--- src/hw/rtl/pmq_pkg.sv ---
`default_nettype none
// ----------------------------------------------------------------------------
// pmq_pkg: shared types and constants for the predictive minifloat quantizer
// Fixed-point formats, controller states and controller/datapath buses.
// ----------------------------------------------------------------------------
package pmq_pkg;

	// fixed-point formats
	localparam int SAMPLE_FRAC_BITS   = 16;
	localparam int RESIDUAL_FRAC_BITS = 32;
	localparam int SAMPLE_W           = 32;
	localparam int MAG_W              = 40;
	localparam int PRED_W             = 36;
	localparam int DIFF_W             = 37;
	localparam int RECIP_W            = 48;
	localparam int AMP_W              = 31;
	localparam int CHUNK_W            = 16;
	localparam int ACC_W              = DIFF_W + RECIP_W;
	localparam int CODE_W             = 24;
	localparam int SIG_W              = 17;
	localparam int PROD_W             = SIG_W + AMP_W + 1;
	localparam int CFG_IDX_W          = 3;
	localparam int CFG_DATA_W         = 48;

	// configuration register indexes
	localparam logic [CFG_IDX_W-1:0] REG_EXP_BITS = 3'd0;
	localparam logic [CFG_IDX_W-1:0] REG_SIG_BITS = 3'd1;
	localparam logic [CFG_IDX_W-1:0] REG_EXP_OFS  = 3'd2;
	localparam logic [CFG_IDX_W-1:0] REG_AMP      = 3'd3;
	localparam logic [CFG_IDX_W-1:0] REG_RECIP    = 3'd4;

	// predictor types
	localparam logic [1:0] PT_PREV   = 2'd0;
	localparam logic [1:0] PT_LINEAR = 2'd1;
	localparam logic [1:0] PT_QUAD   = 2'd2;
	localparam logic [1:0] PT_TWO    = 2'd3;

	// last partial product index of one residual multiply
	localparam logic [1:0] LAST_CHUNK = 2'd2;

	typedef enum logic [2:0] {
		ST_IDLE,
		ST_DIFF,
		ST_MUL,
		ST_RND,
		ST_EXP,
		ST_SIG,
		ST_DEC,
		ST_REC
	} state_t;

	typedef struct packed {
		logic       load;
		logic       diff;
		logic       mul;
		logic       rnd;
		logic       expo;
		logic       sig;
		logic       dec;
		logic       rec;
		logic [1:0] pidx;
		logic [1:0] chunk;
	} cmd_t;

	typedef struct packed {
		logic out_free;
	} status_t;

endpackage : pmq_pkg
`default_nettype wire

--- src/hw/rtl/pmq_ctrl.sv ---
`default_nettype none
// ----------------------------------------------------------------------------
// pmq_ctrl: quantizer controller
// Sequences the four residual multiplies, the choice, coding and decode.
// ----------------------------------------------------------------------------
module pmq_ctrl import pmq_pkg::*; (
	input  wire logic    clk,
	input  wire logic    arst_n,
	input  wire logic    in_valid,
	output logic         in_ready,
	output cmd_t         cmd,
	input  wire status_t status
);

	state_t     state_q, state_d;
	logic [1:0] k_q, k_d;
	logic [1:0] j_q, j_d;

	// state and counters
	always_ff @(posedge clk or negedge arst_n) begin
		if (!arst_n) begin
			state_q <= ST_IDLE;
			k_q     <= '0;
			j_q     <= '0;
		end else begin
			state_q <= state_d;
			k_q     <= k_d;
			j_q     <= j_d;
		end
	end

	// next state and commands
	always_comb begin
		state_d   = state_q;
		k_d       = k_q;
		j_d       = j_q;
		cmd       = '0;
		cmd.pidx  = k_q;
		cmd.chunk = j_q;
		in_ready  = 1'b0;
		unique case (state_q)
			ST_IDLE: begin
				in_ready = 1'b1;
				if (in_valid) begin
					cmd.load = 1'b1;
					k_d      = PT_PREV;
					state_d  = ST_DIFF;
				end
			end
			ST_DIFF: begin
				cmd.diff = 1'b1;
				j_d      = '0;
				state_d  = ST_MUL;
			end
			ST_MUL: begin
				cmd.mul = 1'b1;
				j_d     = j_q + 2'd1;
				if (j_q == LAST_CHUNK) state_d = ST_RND;
			end
			ST_RND: begin
				cmd.rnd = 1'b1;
				if (k_q == PT_TWO) begin
					state_d = ST_EXP;
				end else begin
					k_d     = k_q + 2'd1;
					state_d = ST_DIFF;
				end
			end
			ST_EXP: begin
				cmd.expo = 1'b1;
				state_d  = ST_SIG;
			end
			ST_SIG: begin
				cmd.sig = 1'b1;
				state_d = ST_DEC;
			end
			ST_DEC: begin
				cmd.dec = 1'b1;
				state_d = ST_REC;
			end
			ST_REC: begin
				if (status.out_free) begin
					cmd.rec = 1'b1;
					state_d = ST_IDLE;
				end
			end
			default: state_d = ST_IDLE;
		endcase
	end

	// checks
	a_rec_free: assert property (@(posedge clk) disable iff (!arst_n)
		cmd.rec |-> status.out_free) else $error("result loaded into busy output");
	a_one_cmd: assert property (@(posedge clk) disable iff (!arst_n)
		$onehot0({cmd.load, cmd.diff, cmd.mul, cmd.rnd, cmd.expo, cmd.sig, cmd.dec, cmd.rec}))
		else $error("more than one datapath command");
	a_mul_end: assert property (@(posedge clk) disable iff (!arst_n)
		(state_q == ST_MUL && j_q == LAST_CHUNK) |=> state_q == ST_RND)
		else $error("multiply pass length wrong");
	a_last_pred: assert property (@(posedge clk) disable iff (!arst_n)
		(state_q == ST_RND && k_q == PT_TWO) |=> state_q == ST_EXP)
		else $error("predictor sweep did not end");

endmodule : pmq_ctrl
`default_nettype wire

--- config.mk ---
export PLATFORM = sky130hd
export DESIGN_NAME = pmq_ctrl
export DESIGN_NICKNAME = d
export VERILOG_FILES = /design/src/hw/rtl/pmq_pkg.sv /design/src/hw/rtl/pmq_ctrl.sv
export SDC_FILE = /design/constraint.sdc
export NUM_CORES = 1
export LEC_CHECK = 0
export BUFFER_PORTS_ARGS = -buffer_cell sky130_fd_sc_hd__buf_2
export CELL_PAD_IN_SITES_DETAIL_PLACEMENT = 0
export CELL_PAD_IN_SITES_GLOBAL_PLACEMENT = 2
export CORE_AREA = 2 2 41 62
export CTS_CLUSTER_DIAMETER = 200
export DETAILED_ROUTE_END_ITERATION = 12
export DIE_AREA = 0 0 43 64
export GPL_ROUTABILITY_DRIVEN = 1
export PLACE_DENSITY = 0.75
export RECOVER_POWER = 100
export SYNTH_ARGS = -nofsm -noshare
export SYNTH_HDL_FRONTEND = slang
export SYNTH_SLANG_ARGS = --single-unit
--- constraint.sdc ---
create_clock -name clk -period 1.6 [get_ports clk]
set_clock_uncertainty 0.2 [all_clocks]
set_input_delay 0.32 -clock clk [delete_from_list [all_inputs] [get_ports clk]]
set_output_delay 0.32 -clock clk [all_outputs]
set_load 0.05 [all_outputs]
==> results of run 1 <==
cell type report:
type                            count  area [um^2]
Timing Repair Buffer               41        391.6
Clock buffer                        4        26.28
Tap cell                           23        28.78
Sequential cell                     7        181.4
Fill cell                         236         1119
Multi-Input combinational cell     40        420.4
Inverter                            9        40.04
layer usage:
metal / track usage / up-vias
li1: - / 281
met1: 0.1196 / 264
met2: 0.2348 / 13
met3: 0.01977 / 2
met4: 0.04545 / 0
met5: 0 / -
placed cells by master (no fill, tap or decap), drive strengths merged, types with 2 or more instances in the layout:
cell,instances
inv,8
ha,6
nor2,5
dfrtp,7
o21ai,6
mux2i,2
clkbuf,9
and2,4
buf,35
nand2,5
critical path, stage by stage (launching register included):
cell and delay, ns:
dfrtp_1 0.41, inv_2 0.13, ha_4 0.17, buf_4 0.12, and2_4 0.15, buf_8 0.14
power by group:
| part | internal, mW | switching, mW |
|---|---|---|
| registers | 0.255 | 0.0738 |
| logic | 0.980 | 0.972 |
| clock network | 0.0953 | 0.0672 |
cells by family after synthesis:
kind of cell	after synthesis	share of synthesized area
buf+inv	10	0.08148
flops	7	0.3457
simple gates	19	0.1926
compound gates	12	0.1703
mux	3	0.06173
fa+ha+maj	6	0.1481
worst paths after layout:
check	end	slack (ns)	cells after the start
max	cmd[7]	-0.29	5
min	state_q[0]	0.26	4
max reg2reg	k_q[1]	-0.20	7
min reg2reg	j_q[1]	0.33	2
max in group asynchronous	k_q[1]	0.54	2
min in group asynchronous	k_q[0]	0.33	2
registers in the layout, summed over array words and instances, names as in the netlist:
signal	cells
state_q	3
j_q	2
k_q	2
what timing repair did:
item / 4_1_cts / 5_1_grt
buffers inserted: 4 / 5
endpoints found under the hold margin: 7 / 0
gates resized for setup: 37 / 14
hold buffers: 1 / 0
setup endpoints to repair: 14 / 16
pin swaps: 7 / 5
Yosys cell counts:
master	n	area, um^2
buf_4	1	7.510
nor4_1	1	6.260
and3_1	1	6.260
nand2b_1	1	6.260
and2_1	3	18.77
inv_1	9	33.78
o31ai_2	1	12.51
mux2_1	1	11.26
or2_4	1	8.760
nor2_1	5	18.77
a21oi_1	1	5.000
mux2i_1	2	20.02
ha_1	6	75.07
a22o_1	1	8.760
o22ai_1	1	6.260
a2111oi_2	1	15.01
and2_2	1	7.510
o41ai_1	1	8.760
o21ai_1	5	25.02
dfrtp_1	7	175.2
nand2_1	5	18.77
o21ai_0	1	5.000
nor2b_1	1	6.260
stage by stage:
step	worst slack (ns)	hold WS, ns	util
final	-0.2931	0.2627	0.4932
after global routing	-0.3369	0.2968	0.4932
after CTS	-0.2697	0.2403	0.4461
after detailed placement	-0.1723	-0.02927	0.3537
after global placement	-0.1557	-0.03202	0.3537
after floorplan	-0.2155	-0.1756	-
==> reports/summary.txt, run 1 <==
status: finished with violations
failing checks: negative setup slack
Port-buffer cells: 16
crit path launch: state_q[0]
gpl congestion: 0.7004
Die H: 64 um
largest net degree at the start of global routing: 8
WL met2: 948 um
area of the mapped netlist: 506.7 um^2
Initial Util: 0.2296
Fin. Hold Viols: 0
Layout area overhead: 114.8%
I/O Pins: 17
Cell Pwr Density: 2244 nW/um^2
max frequency: 0.5282 GHz
RSZ-0062 raised after global routing: yes
synthesized flop and latch total: 7
CTS Buffer Depth: 2
CTS root buf: clkbuf_4
final setup violation count: 14
Static Leak: 0.4909 nW
DR WL met3: 61 um
wl on met1: 513 um
GRT Resource Usage Total: 0.1199
drt total wl: 1.530 mm
CTS buffer count: 3
Detailed Route Iter0 Violations: 7
n_diodes: 0
Setup Crit Path Kind: reg -> out
post-route DRC violation count: 0
final period utilization: 1.183
Tmin final: 1.893 ns
Reg clk slew, reported paths: 0.06 ns
Post-Synthesis Cells: 57
reg2reg start: state_q[0]
worst hold path type: in -> reg
H-tree depth: 1
nets: 112
Max-Cap Viols: 0
CP arrival: 1.37 ns
post-route total power: 2.442 mW
DIE AREA: 2752 um^2
Fin Setup TNS: -2.716 ns
Syn Nets: 67
vias in the first global route: 541
uppermost layer routed: met4
Avg Inst Size Synth: 8.890 um^2
CP startpoint kind: register
CTS tree: done
Post-DP Area: 780.7 um^2
Vias: 560
warnings from Yosys: 0
clock sink count: 7
Final Instance Area: 1089 um^2
VDD IR max: 0.0009400 V
max-slew violations: 0
CP max FO: 3
WP data required: 1.08 ns
Slew headroom: 0.7067
Chip Width: 43 um
routed length per instance: 12.34 um
row cnt: 21
sequential fraction of the synthesis area: 0.3457
dpl hpwl: 1.048 mm
grt total ovfl: 0
dpl cells: 111
first-pass GRT wire length: 2.456 mm
initial antenna violation count: 0
hold path startpoint: status
library cells used by synthesis: 23
ratio of cells with drive above 1 in the final layout: 0.7327
Final ANT Viol Nets: 0
final std cells w/o fill: 124
Final WS setup: -0.2931 ns
worst-margin pin slew: 0.4400 ns
Worst-Skew Late Latency: 0.25 ns
Vias per Instance: 4.516
Core ar.: 2207 um^2
Crit. End Element: output port
drt pass-1 iters: 4
Power figures use the tool's default switching activity.
==> inputs of run 2 (changes only) <==
Settings changed: CTS_BUF_LIST set to sky130_fd_sc_hd__clkbuf_16.
==> reports/summary.txt, run 2 (same netlist as run 1, synthesis figures left out) <==
Vias per Instance: 4.508
reg2reg start: state_q[1]
R2R setup slack: -0.17 ns
drt total wl: 1.530 mm
RSZ-0062 raised after global routing: yes
first-pass GRT wire length: 2.628 mm
Final WS setup: -0.2320 ns
Fin. Hold Viols: 0
row cnt: 21
Die H: 64 um
combinational share of power: 0.721
busiest grt layer: met2
status: finished with violations
R2R cell count: 7
Tmin final: 1.832 ns
Sequential Power Share: 0.120
GRT met3 Usage: 0.02825
I/O Pins: 17
failing checks: negative setup slack
GRT Resource Usage Total: 0.1307
crit path launch: state_q[0]
Global Route met2 Usage: 0.2538
CP arrival: 1.31 ns
Final ANT Viol Nets: 0
WHS Endpoint: j_q[1]
grt total ovfl: 0
Vias: 568
Hold Path Depth: 2
max-slew violations: 0
Cell Pwr Density: 2373 nW/um^2
Biggest register: state_q
Static Leak: 0.5208 nW
CTS Buffer Depth: 2
CTS root buf: clkbuf_16
Detailed Route Iter0 Violations: 1
Slew headroom: 0.7111
switching pwr: 1.101 mW
largest net degree at the start of global routing: 8
clock sink count: 7
Max-Cap Viols: 0
H-tree depth: 1
CTS buffer count: 3
final period utilization: 1.145
initial antenna violation count: 0
dpl hpwl: 1.048 mm
reg-to-reg critical path endpoint: state_q[2]
Layout area overhead: 120.0%
n_diodes: 0
most common cell after layout, fill and taps aside: buf_4
hold path startpoint: j_q[1]
post-route DRC violation count: 0
dpl cells: 111
nets: 114
Worst-Skew Late Latency: 0.23 ns
Chip Width: 43 um
Crit. End Element: output port
ratio of cells with drive above 1 in the final layout: 0.6893
CP startpoint kind: register
Core ar.: 2207 um^2
final setup violation count: 14
Port-buffer cells: 16
met1 GRT Util: 0.1198
WP data required: 1.08 ns
VDD IR max: 0.0008940 V
DIE AREA: 2752 um^2
vias in the first global route: 579
Hold Slack: 0.3057 ns
Int Pwr: 1.544 mW
max FFs per register: 3
gpl congestion: 0.7004
clock share of power: 0.159
drt pass-1 iters: 2
routed length per instance: 12.14 um
Top Registers: state_q: 3 flops, j_q: 2 flops, k_q: 2 flops
worst-margin pin slew: 0.4334 ns
Setup Crit Path Kind: reg -> out
Initial Util: 0.2296
most frequent cells in the layout: 19 x buf_4, 8 x buf_6, 7 x buf_8
final std cells w/o fill: 126
CP max FO: 3
max frequency: 0.5458 GHz
CTS tree: done
Reg clk slew, reported paths: 0.04 ns
worst hold path type: reg -> reg
Switching Fraction: 0.4164
[run 2: worst max-delay path: stages, from the launching register on]
cell and delay [ns]:
dfrtp_1 0.40, inv_2 0.11, ha_4 0.17, inv_4 0.04, nor2_4 0.08, and2_4 0.15
buf_8 0.14
[run 2: worst max path at each step]
stage | slack [ns] | endpoint
after floorplan | -0.22 | cmd[11]
after global routing | -0.30 | cmd[11]
after CTS | -0.24 | cmd[5]
final | -0.23 | cmd[11]
after detailed placement | -0.17 | state_q[0]
after global placement | -0.16 | state_q[0]
[run 2: cell type report]
type / instances / area (um^2)
Clock inverter: 1 / 3.754
Sequential cell: 7 / 180.2
Timing Repair Buffer: 43 / 401.6
Inverter: 9 / 40.04
Multi-Input combinational cell: 40 / 385.4
Fill cell: 224 / 1092
Tap cell: 23 / 28.78
Clock buffer: 3 / 75.07
[run 2: metal layers]
layer,part of all wire,vias up
met5,0,-
met4,0.018,0
met3,0.042,4
met2,0.60,12
met1,0.34,267
li1,-,285
[run 2: repair_timing]
action	in CTS	in global routing
resized for setup	41	5
endpoints found under the hold margin	7	0
setup endpoints to repair	14	16
hold buffers	1	0
pin swaps	7	2
gates cloned	0	0
buffers inserted	8	2
[run 2: power by group through the flow]
| stage | sequential, mW | clock [mW] | combinational [mW] |
|---|---|---|---|
| after floorplan | 0.432 | 0 | 0.758 |
| after global placement | 0.313 | 0 | 1.33 |
| after detailed placement | 0.318 | 0 | 1.33 |
| after CTS | 0.320 | 0.430 | 1.81 |
| after global routing | 0.332 | 0.437 | 2.05 |
| final | 0.318 | 0.420 | 1.91 |
[run 2: metrics by stage]
stage | worst slack (ns) | util | setup TNS [ns] | instance area [um^2] | power, mW
2_1_floorplan | -0.2155 | - | -0.4467 | 546.8 | 1.190
3_3_place_gp | -0.1557 | 0.3537 | -1.065 | 780.7 | 1.638
3_5_place_dp | -0.1723 | 0.3537 | -1.233 | 780.7 | 1.652
4_1_cts | -0.2371 | 0.4904 | -2.344 | 1082 | 2.558
5_1_grt | -0.2976 | 0.5051 | -3.561 | 1115 | 2.820
6_report | -0.2320 | 0.5051 | -2.465 | 1115 | 2.645
